<file path="src/sv/lz77wd_pkg.sv">
// Shared constants for the LZ77 window decompressor: parse phase codes,
// pair field widths and the configuration register map.
// No dependencies.
package lz77wd_pkg;

  // Parse phase codes
  localparam logic [2:0] PH_IDLE  = 3'd0;
  localparam logic [2:0] PH_SIZE0 = 3'd1;
  localparam logic [2:0] PH_SIZE1 = 3'd2;
  localparam logic [2:0] PH_SIZE2 = 3'd3;
  localparam logic [2:0] PH_DATA  = 3'd4;
  localparam logic [2:0] PH_PAIR  = 3'd5;

  // Pair encoding: 4-bit length field plus bias, 12-bit distance plus one
  localparam int unsigned LenW     = 5;
  localparam int unsigned DistW    = 13;
  localparam int unsigned LenBias  = 3;
  localparam logic [3:0]  FlagNeed = 4'd8;

  // Configuration port
  localparam int unsigned PaddrW        = 3;
  localparam logic        REG_FILL_BYTE = 1'b0;
  localparam logic [7:0]  FillReset     = 8'h20;

endpackage

</file>
<file path="src/sv/lz77wd_in_if.sv">
// Input channel of the decompressor: one compressed byte per word.
// No dependencies.
interface lz77wd_in_if;
  logic       valid;
  logic       ready;
  logic [7:0] in_byte;
  logic       stream_start;

  modport source (output valid, output in_byte, output stream_start, input ready);
  modport sink (input valid, input in_byte, input stream_start, output ready);
endinterface

</file>
<file path="src/sv/lz77wd_out_if.sv">
// Output channel of the decompressor: one decompressed byte per word.
// No dependencies.
interface lz77wd_out_if;
  logic       valid;
  logic       ready;
  logic [7:0] out_byte;
  logic       last_of_run;
  logic       stream_end;
  logic       used_fill;

  modport source (output valid, output out_byte, output last_of_run,
                  output stream_end, output used_fill, input ready);
  modport sink (input valid, input out_byte, input last_of_run,
                input stream_end, input used_fill, output ready);
endinterface

</file>
<file path="src/sv/lz77wd_engine.sv">
// Stream parser and copy sequencer: header, flag and pair decode, a history
// write per output byte and a read per copied byte, and the output register.
// Depends on lz77wd_pkg and the two channel interfaces.
module lz77wd_engine
  import lz77wd_pkg::*;
#(
  parameter int unsigned WINDOW_DEPTH = 4096,
  localparam int unsigned AW = $clog2(WINDOW_DEPTH)
) (
  input  logic          clk_i,
  input  logic          rst_ni,
  input  logic [7:0]    fill_byte_i,
  lz77wd_in_if.sink     in_i,
  lz77wd_out_if.source  out_o,
  output logic          mem_we_o,
  output logic [AW-1:0] mem_waddr_o,
  output logic [7:0]    mem_wdata_o,
  output logic          mem_re_o,
  output logic [AW-1:0] mem_raddr_o,
  input  logic [7:0]    mem_rdata_i
);

  logic [2:0]       phase_q;
  logic [23:0]      target_q;
  logic [23:0]      pos_q;
  logic [7:0]       flag_bits_q;
  logic [3:0]       flag_idx_q;
  logic [7:0]       pair_first_q;
  logic             copy_q;
  logic [LenW-1:0]  rem_q;
  logic [DistW-1:0] dist_q;
  logic             fill_pend_q;
  logic             ov_q;
  logic [7:0]       ob_q;
  logic             olast_q;
  logic             oend_q;
  logic             ofill_q;

  logic             out_free, in_ready, acc, flag_bit;
  logic             lit_emit, pair_go, copy_emit, copy_more, emit, hit_end;
  logic [7:0]       emit_byte;
  logic [23:0]      pos_inc;
  logic [LenW-1:0]  pair_len;
  logic [DistW-1:0] pair_dist;

  always_comb begin
    out_free  = !ov_q || out_o.ready;
    in_ready  = !copy_q && out_free;
    acc       = in_i.valid && in_ready;
    flag_bit  = flag_bits_q[3'd7 - flag_idx_q[2:0]];
    pair_len  = {1'b0, pair_first_q[7:4]} + LenW'(LenBias);
    pair_dist = {1'b0, pair_first_q[3:0], in_i.in_byte} + DistW'(1);
    lit_emit  = acc && !in_i.stream_start && (phase_q == PH_DATA) &&
                !flag_idx_q[3] && !flag_bit;
    pair_go   = acc && !in_i.stream_start && (phase_q == PH_PAIR);
    copy_emit = copy_q && out_free;
    emit      = lit_emit || copy_emit;
    emit_byte = copy_q ? (fill_pend_q ? fill_byte_i : mem_rdata_i) : in_i.in_byte;
    pos_inc   = pos_q + 24'd1;
    hit_end   = (pos_inc == target_q);
    copy_more = copy_emit && !hit_end && (rem_q != LenW'(1));

    mem_we_o    = emit;
    mem_waddr_o = pos_q[AW-1:0];
    mem_wdata_o = emit_byte;
    mem_re_o    = pair_go || copy_more;
    mem_raddr_o = pair_go ? (pos_q[AW-1:0] - pair_dist[AW-1:0])
                          : (pos_inc[AW-1:0] - dist_q[AW-1:0]);
  end

  assign in_i.ready = in_ready;

  always_ff @(posedge clk_i or negedge rst_ni) begin
    if (!rst_ni) begin
      phase_q      <= PH_IDLE;
      target_q     <= '0;
      pos_q        <= '0;
      flag_bits_q  <= '0;
      flag_idx_q   <= FlagNeed;
      pair_first_q <= '0;
      copy_q       <= 1'b0;
      rem_q        <= '0;
      dist_q       <= '0;
      fill_pend_q  <= 1'b0;
      ov_q         <= 1'b0;
    end else begin
      if (acc) begin
        if (in_i.stream_start) begin
          pos_q        <= '0;
          target_q     <= '0;
          flag_bits_q  <= '0;
          flag_idx_q   <= FlagNeed;
          pair_first_q <= '0;
          phase_q      <= PH_SIZE0;
        end else begin
          unique case (phase_q)
            PH_SIZE0: begin
              target_q <= {16'd0, in_i.in_byte};
              phase_q  <= PH_SIZE1;
            end
            PH_SIZE1: begin
              target_q[15:8] <= in_i.in_byte;
              phase_q        <= PH_SIZE2;
            end
            PH_SIZE2: begin
              target_q[23:16] <= in_i.in_byte;
              phase_q <= ({in_i.in_byte, target_q[15:0]} == 24'd0) ? PH_IDLE : PH_DATA;
            end
            PH_DATA: begin
              if (flag_idx_q[3]) begin
                flag_bits_q <= in_i.in_byte;
                flag_idx_q  <= '0;
              end else if (!flag_bit) begin
                flag_idx_q <= flag_idx_q + 4'd1;
              end else begin
                pair_first_q <= in_i.in_byte;
                phase_q      <= PH_PAIR;
              end
            end
            PH_PAIR: begin
              phase_q     <= PH_DATA;
              flag_idx_q  <= flag_idx_q + 4'd1;
              copy_q      <= 1'b1;
              rem_q       <= pair_len;
              dist_q      <= pair_dist;
              fill_pend_q <= (pos_q < {11'd0, pair_dist});
            end
            default: ;
          endcase
        end
      end

      if (emit) begin
        pos_q <= pos_inc;
        if (hit_end) begin
          phase_q <= PH_IDLE;
        end
      end

      // advance the copy, or stop at its length or at the declared size
      if (copy_emit) begin
        if (copy_more) begin
          rem_q       <= rem_q - LenW'(1);
          fill_pend_q <= (pos_inc < {11'd0, dist_q});
        end else begin
          copy_q <= 1'b0;
        end
      end

      if (out_free) begin
        ov_q <= emit;
      end
    end
  end

  always_ff @(posedge clk_i) begin
    if (out_free && emit) begin
      ob_q    <= emit_byte;
      olast_q <= !copy_more;
      oend_q  <= hit_end;
      ofill_q <= copy_q && fill_pend_q;
    end
  end

  assign out_o.valid       = ov_q;
  assign out_o.out_byte    = ob_q;
  assign out_o.last_of_run = olast_q;
  assign out_o.stream_end  = oend_q;
  assign out_o.used_fill   = ofill_q;

endmodule

</file>
<file path="src/flat_wrapper.sv">
// flat-port wrapper written by rule: the top's interface ports become plain ports
module lz77wd_engine_flat import lz77wd_pkg::*;
#(
  parameter int unsigned WINDOW_DEPTH = 4096,
  localparam int unsigned AW = $clog2(WINDOW_DEPTH)
)
  (clk_i, rst_ni, fill_byte_i, mem_we_o, mem_waddr_o, mem_wdata_o, mem_re_o, mem_raddr_o, mem_rdata_i, in_i_valid, in_i_in_byte, in_i_stream_start, in_i_ready, out_o_valid, out_o_out_byte, out_o_last_of_run, out_o_stream_end, out_o_used_fill, out_o_ready);
  lz77wd_in_if in_i_i ();
  lz77wd_out_if out_o_i ();
  input  logic clk_i;
  input  logic rst_ni;
  input  logic [7:0] fill_byte_i;
  output logic mem_we_o;
  output logic [AW-1:0] mem_waddr_o;
  output logic [7:0] mem_wdata_o;
  output logic mem_re_o;
  output logic [AW-1:0] mem_raddr_o;
  input  logic [7:0] mem_rdata_i;
  input wire logic [$bits(in_i_i.valid)-1:0] in_i_valid;
  input wire logic [$bits(in_i_i.in_byte)-1:0] in_i_in_byte;
  input wire logic [$bits(in_i_i.stream_start)-1:0] in_i_stream_start;
  output wire logic [$bits(in_i_i.ready)-1:0] in_i_ready;
  output wire logic [$bits(out_o_i.valid)-1:0] out_o_valid;
  output wire logic [$bits(out_o_i.out_byte)-1:0] out_o_out_byte;
  output wire logic [$bits(out_o_i.last_of_run)-1:0] out_o_last_of_run;
  output wire logic [$bits(out_o_i.stream_end)-1:0] out_o_stream_end;
  output wire logic [$bits(out_o_i.used_fill)-1:0] out_o_used_fill;
  input wire logic [$bits(out_o_i.ready)-1:0] out_o_ready;
  assign in_i_i.valid = in_i_valid;
  assign in_i_i.in_byte = in_i_in_byte;
  assign in_i_i.stream_start = in_i_stream_start;
  assign in_i_ready = in_i_i.ready;
  assign out_o_valid = out_o_i.valid;
  assign out_o_out_byte = out_o_i.out_byte;
  assign out_o_last_of_run = out_o_i.last_of_run;
  assign out_o_stream_end = out_o_i.stream_end;
  assign out_o_used_fill = out_o_i.used_fill;
  assign out_o_i.ready = out_o_ready;
  lz77wd_engine #(.WINDOW_DEPTH(WINDOW_DEPTH)) u_core (.clk_i(clk_i), .rst_ni(rst_ni), .fill_byte_i(fill_byte_i), .in_i(in_i_i), .out_o(out_o_i), .mem_we_o(mem_we_o), .mem_waddr_o(mem_waddr_o), .mem_wdata_o(mem_wdata_o), .mem_re_o(mem_re_o), .mem_raddr_o(mem_raddr_o), .mem_rdata_i(mem_rdata_i));
endmodule
</file>
<file path="config.mk">
export PLATFORM = sky130hd
export DESIGN_NAME = lz77wd_engine_flat
export DESIGN_NICKNAME = d
export VERILOG_FILES = /design/src/sv/lz77wd_pkg.sv /design/src/sv/lz77wd_in_if.sv /design/src/sv/lz77wd_out_if.sv /design/src/sv/lz77wd_engine.sv /design/src/flat_wrapper.sv
export SDC_FILE = /design/constraint.sdc
export NUM_CORES = 1
export LEC_CHECK = 0
export BUFFER_PORTS_ARGS = -buffer_cell sky130_fd_sc_hd__buf_2
export CORE_MARGIN = 4
export CORE_UTILIZATION = 25
export CTS_CLUSTER_DIAMETER = 40
export DETAILED_ROUTE_END_ITERATION = 6
export GPL_TIMING_DRIVEN = 0
export HOLD_SLACK_MARGIN = 0.06
export SETUP_SLACK_MARGIN = 0.4
export SYNTH_ARGS = -nofsm -noshare
export SYNTH_HDL_FRONTEND = slang
export SYNTH_SLANG_ARGS = --single-unit
export TNS_END_PERCENT = 50
</file>
<file path="constraint.sdc">
create_clock -name clk_i -period 3.2 [get_ports clk_i]
set_input_delay 0.16 -clock clk_i [delete_from_list [all_inputs] [get_ports clk_i]]
set_output_delay 0.16 -clock clk_i [all_outputs]
set_load 0.01 [all_outputs]
</file>
Word level (Yosys, flattened, before mapping)
Index checks and enable logic that the tools add are counted.
Storage, ports and cells
  bits in registers: 103
  input bits: 29
  logic and storage cells: 126
Cells by class
  add/subtract/negate cells: 8
  magnitude comparators: 3
  equality and inequality tests: 9
  muxes and demuxes: 46
  bitwise logic cells: 1
  reduce and logical (&&, ||, !) cells: 41
Operators by type and width (number)
  2-to-1 mux 24 bit: 4
  2-to-1 mux 8 bit: 10
  < comparator 24 x 13 -> 1 bit: 2
  case mux 8 bit (2 select lines): 2
  2-to-1 mux 5 bit: 5
  adder 24 x 1 -> 24 bit, second input constant: 1
  == test 24 bit: 1
  logical NOT 24 bit: 1
  subtractor 12 bit: 2
  2-to-1 mux 3 bit: 7
  case mux 3 bit (5 select lines): 1
  adder 12 x 1 -> 13 bit, second input constant: 1
  logical AND 1 bit: 12
  2-to-1 mux 12 bit: 1
  2-to-1 mux 4 bit: 3
  nonzero test 2 bit: 6
  2-to-1 mux 1 bit: 11
  AND reduction 2 bit: 5
  AND reduction 3 bit: 3
  nonzero test 3 bit: 3
  case mux 4 bit (2 select lines): 1
  logical NOT 1 bit: 7
  == test 3 x 2 -> 1 bit, second input constant: 2
  == test 3 bit, second input constant: 2
  13 further kinds: 15

Depth between registers and ports, before layout
  word-level depth: 11
  gate-level depth with buffers: 14

Least setup slack after synthesis
Ideal clock, no wire load.
  path type: reg-to-output
  start point: register u_core.pos_q[0]
  end point: output port mem_raddr_o[11]
  arrival time: 2724 ps
  slack: 316 ps
  stages on the path, launching flop included: 13
  path buffers: 1
  cell sequence: dfrtp_1 ha_1 buf_4 xor2_1 ha_1 o21a_1 o21ai_0 nand2b_1 a31o_2 a41o_1 o41ai_1 xor2_1 mux2i_1
Between the ends
  cells in the longest elaborated chain, start to end: 3
Ends and longest elaborated chain
  start, declared: line lz77wd_engine.sv:25  | logic [23:0] pos_q;
  start signal, assigned: line lz77wd_engine.sv:134  | pos_q <= pos_inc;
  adder 24 x 1 -> 24 bit: line lz77wd_engine.sv:59  | pos_inc = pos_q + 24'd1;
  subtractor 12 bit: line lz77wd_engine.sv:68  | : (pos_inc[AW-1:0] - dist_q[AW-1:0]);
  2-to-1 mux 12 bit (*): line lz77wd_engine.sv:67  | mem_raddr_o = pair_go ? (pos_q[AW-1:0] - pair_dist[AW-1:0])
  end, declared: line flat_wrapper.sv:17  | output logic [AW-1:0] mem_raddr_o;
Every way passes the cells marked *; elsewhere a longest branch is shown, timed or not.

Worst setup path after layout
  start point: register u_core.pos_q[2]
  end point: output port mem_re_o
Between the ends
  cells in the longest elaborated chain, start to end: 6
Ends and longest elaborated chain
  adder 24 x 1 -> 24 bit: line lz77wd_engine.sv:59
  == test 24 bit: line lz77wd_engine.sv:60  | hit_end = (pos_inc == target_q);
  logical NOT 1 bit: line lz77wd_engine.sv:61  | copy_more = copy_emit && !hit_end && (rem_q != LenW'(1));
  logical AND 1 bit (2 in series): line lz77wd_engine.sv:61
  logical OR 1 bit: line lz77wd_engine.sv:66  | mem_re_o = pair_go || copy_more;
  end, declared: line flat_wrapper.sv:16  | output logic mem_re_o;
Every way passes these cells.

==> results.json <==
{
  "outcome": "finished, violations left",
  "violations": "setup timing",
  "maxCapViolations": 0,
  "drt_first_pass_iters": 5,
  "fp.dieArea_um2": 33400,
  "cts.htree.levels": 3,
  "yosysUniqueCellTypes": 81,
  "reg2regPathDepth": 16,
  "p_int_mw": 5.03,
  "grt_usage_pct": 15.4,
  "setup_viol": 2,
  "first_global_vias": 7200,
  "start_kind": "flop",
  "gp_congestion": 0.989,
  "routed_wirelength_um": 26700,
  "antenna-diode-count": 0,
  "hold_viol": 0,
  "clock.fmax_mhz": 300,
  "hold_depth": 2,
  "cts_buffer_depth": 2,
  "p_per_area_nw_per_um2": 897,
  "stdcell_area_um2": 10100,
  "clock_sinks": 103,
  "yosysTopAreaCell": "dfrtp_1",
  "placed_area_um2": 8540,
  "worstPathRequired_ns": 3.04,
  "synth_fp_nets": 970,
  "clock_skew_ns": 0.0136,
  "ant_nets": 0,
  "vias_per_cell": 5.21,
  "power.share.clock_pct": 12.4,
  "multiInputGateArea_um2": 5090,
  "cts_tree": "done",
  "p_leak_nw": 4.31,
  "p_comb_share_pct": 63.7,
  "end_kind": "output pin",
  "ys_top_cells_by_area": "dfrtp_1 (30%), o21ai_0 (5.7%), ha_1 (5.4%)",
  "grt_max_degree": 70,
  "initial_core_util_pct": 25.6,
  "cts.clk_slew.worst_paths_ns": 0.08,
  "grt_setup_unrepaired": "true",
  "syn_inst": 906,
  "synth_edf_count": 11,
  "layout.nets": 1130,
  "core_area_um2": 29900,
  "ys_ff_latch": 103,
  "tns_ns": -0.253,
  "synth.avg_cell_area_um2": 8.43,
  "power_frac_seq_pct": 23.9,
  "crit_path_max_fanout": 5,
  "io_buffers": 71,
  "fin_crit_ns": 3.33,
  "clk_latency_ns": 0.36,
  "ios": 76,
  "drt_iter0_drc": 694,
  "seq_area_frac_synth_pct": 34.5,
  "min_path_type": "input pin to flop",
  "drc": 0,
  "ir_drop_v": 0.000487,
  "synth.top_cells.by_count": "nand2_1 (103), dfrtp_1 (91), o21ai_0 (87)",
  "wl_per_cell_um": 18.3,
  "synthFlopType": "dfrtp_1",
  "max_slew_margin_pct": 14.6,
  "ys_warn_count": 0,
  "cts_root_buf": "clkbuf_16",
  "fillCellCount": 3025,
  "synth.most_common_cell": "nand2_1",
  "critical_path_class": "flop to output pin",
  "globalRouteOverflowTotal": 0,
  "register_area_um2": 2640,
  "synth-async-reset-ratio_pct": 89.3,
  "swShare_pct": 44.4,
  "dr_total_vias": 7608,
  "layout_setup_ws_ns": -0.131,
  "drive_above_1_share_pct": 29.0,
  "die_h_um": 183,
  "synth_area_um2": 7640,
  "area_growth_pct": 32.0,
  "p_switching_mw": 4.02,
  "synth_top_cell_area_share_pct": 29.8,
  "period_share_pct": 104,
  "arrival_ns": 3.17,
  "tightest_slew_ns": 1.27,
  "core.rowCount": 63,
  "p_total_mw": 9.05,
  "antenna_found_initial": 2,
  "cts-buffers-inserted": 9,
  "die_w_um": 183,
  "dpl.hpwl_um": 19400,
  "grt_pass1_wl_um": 41000,
  "slew_viol_final": 0
}
-- cell families after synthesis --
group | count (synthesis) | synth area share (%)
AND/OR/NAND/NOR | 337 | 22.8
buffers and inverters | 106 | 6.34
multiplexers | 20 | 2.96
AO/OA/AOI/OAI | 240 | 19.7
adder cells (fa/ha/maj) | 35 | 5.93
flip-flops | 103 | 34.5
XOR/XNOR | 65 | 7.84
-- per-layer routing --
| metal | up-vias | global-route usage [%] | share of wire (%) |
|---|---|---|---|
| li1 | 3580 | - | - |
| met1 | 3721 | 21.1 | 44 |
| met2 | 251 | 25.1 | 47 |
| met3 | 52 | 2.56 | 6.2 |
| met4 | 4 | 4.65 | 2.6 |
| met5 | - | 0 | 0.10 |
-- placed cells by master (no fill, tap or decap), types with 15 or more instances in the layout --
| cell type | n |
|---|---|
| buf_4 | 81 |
| clkbuf_1 | 26 |
| o21ai_0 | 77 |
| mux2i_1 | 15 |
| buf_2 | 74 |
| dfrtp_1 | 85 |
| nor3_1 | 17 |
| a21oi_1 | 41 |
| nand2_1 | 95 |
| nand4_1 | 15 |
| inv_1 | 36 |
| xor2_1 | 25 |
| xnor2_1 | 26 |
| o31ai_1 | 19 |
| buf_6 | 19 |
| nand3_1 | 40 |
| a31oi_1 | 16 |
| ha_1 | 24 |
| nor2_1 | 59 |
-- through the flow --
stage | std cells | hold WS, ns | worst slack, ns | util, %
floorplan | 906 | -0.136 | 0.399 | -
global placement | 1367 | 0.466 | -0.529 | 28.4
detailed placement | 1369 | 0.105 | -0.599 | 28.6
CTS | 1443 | 0.137 | -0.139 | 32.5
global route | 1461 | 0.150 | -0.235 | 33.8
finish | 1461 | 0.163 | -0.131 | 33.8
-- flip-flops by register name, summed over array words and instances (netlist names), 3 cells and up --
| register | flops |
|---|---|
| u_core.pair_first_q | 8 |
| u_core.target_q | 24 |
| u_core.out_o.out_byte | 8 |
| u_core.pos_q | 24 |
| u_core.flag_idx_q | 4 |
| u_core.dist_q | 13 |
| u_core.flag_bits_q | 8 |
| u_core.phase_q | 3 |
| u_core.rem_q | 5 |
-- power groups by stage --
stage	Clock (mW)	Sequential (mW)	Combinational (mW)
after detailed placement	0	2.19	4.26
after global routing	1.20	2.21	6.27
after CTS	1.14	2.14	5.28
final	1.12	2.16	5.77
after floorplan	0	2.07	2.95
after global placement	0	2.17	4.22
-- timing repair --
| item | in CTS | in global routing |
|---|---|---|
| endpoints found under the setup margin | 51 | 39 |
| setup buffers | 57 | 18 |
| resized for setup | 99 | 69 |
| pin swaps | 39 | 35 |
| hold endpoints to repair | 23 | 0 |
| hold buffers | 1 | 0 |
-- path summary, 6_finish.rpt --
kind | from | to | slack, ns
min in group asynchronous | rst_ni | u_core.pos_q[19] | 0.27
worst min register to register | u_core.dist_q[6] | u_core.dist_q[6] | 0.49
worst max register to register | u_core.pos_q[1] | u_core.fill_pend_q | 0.15
worst max-delay path | u_core.pos_q[2] | mem_re_o | -0.13
max in group asynchronous | rst_ni | u_core.flag_idx_q[3] | 2.23
worst min-delay path | in_i_in_byte[0] | u_core.dist_q[0] | 0.16
-- cell type report --
| cell class | instances | share of cell area, % |
|---|---|---|
| inverter | 40 | 1.59 |
| clock inverter | 7 | 0.657 |
| multi-input combinational | 697 | 50.5 |
| buffer | 66 | 3.96 |
| clock buffer | 9 | 2.23 |
| timing repair buffer | 149 | 10.1 |
| tap | 390 | 4.84 |
| sequential | 103 | 26.2 |
-- critical path: stages (launching register included) --
cell,delay [ns]
dfrtp_1,0.39
buf_6,0.13
nand4_1,0.13
buf_4,0.18
nor2_4,0.17
and4_1,0.24
buf_6,0.12
mux2i_2,0.23
and3_1,0.19
nand4_1,0.17
nor4b_4,0.39
or2_1,0.16
buf_6,0.11
nand2_2,0.05
buf_6,0.13
No activity file was read; power rests on OpenSTA's default activity.
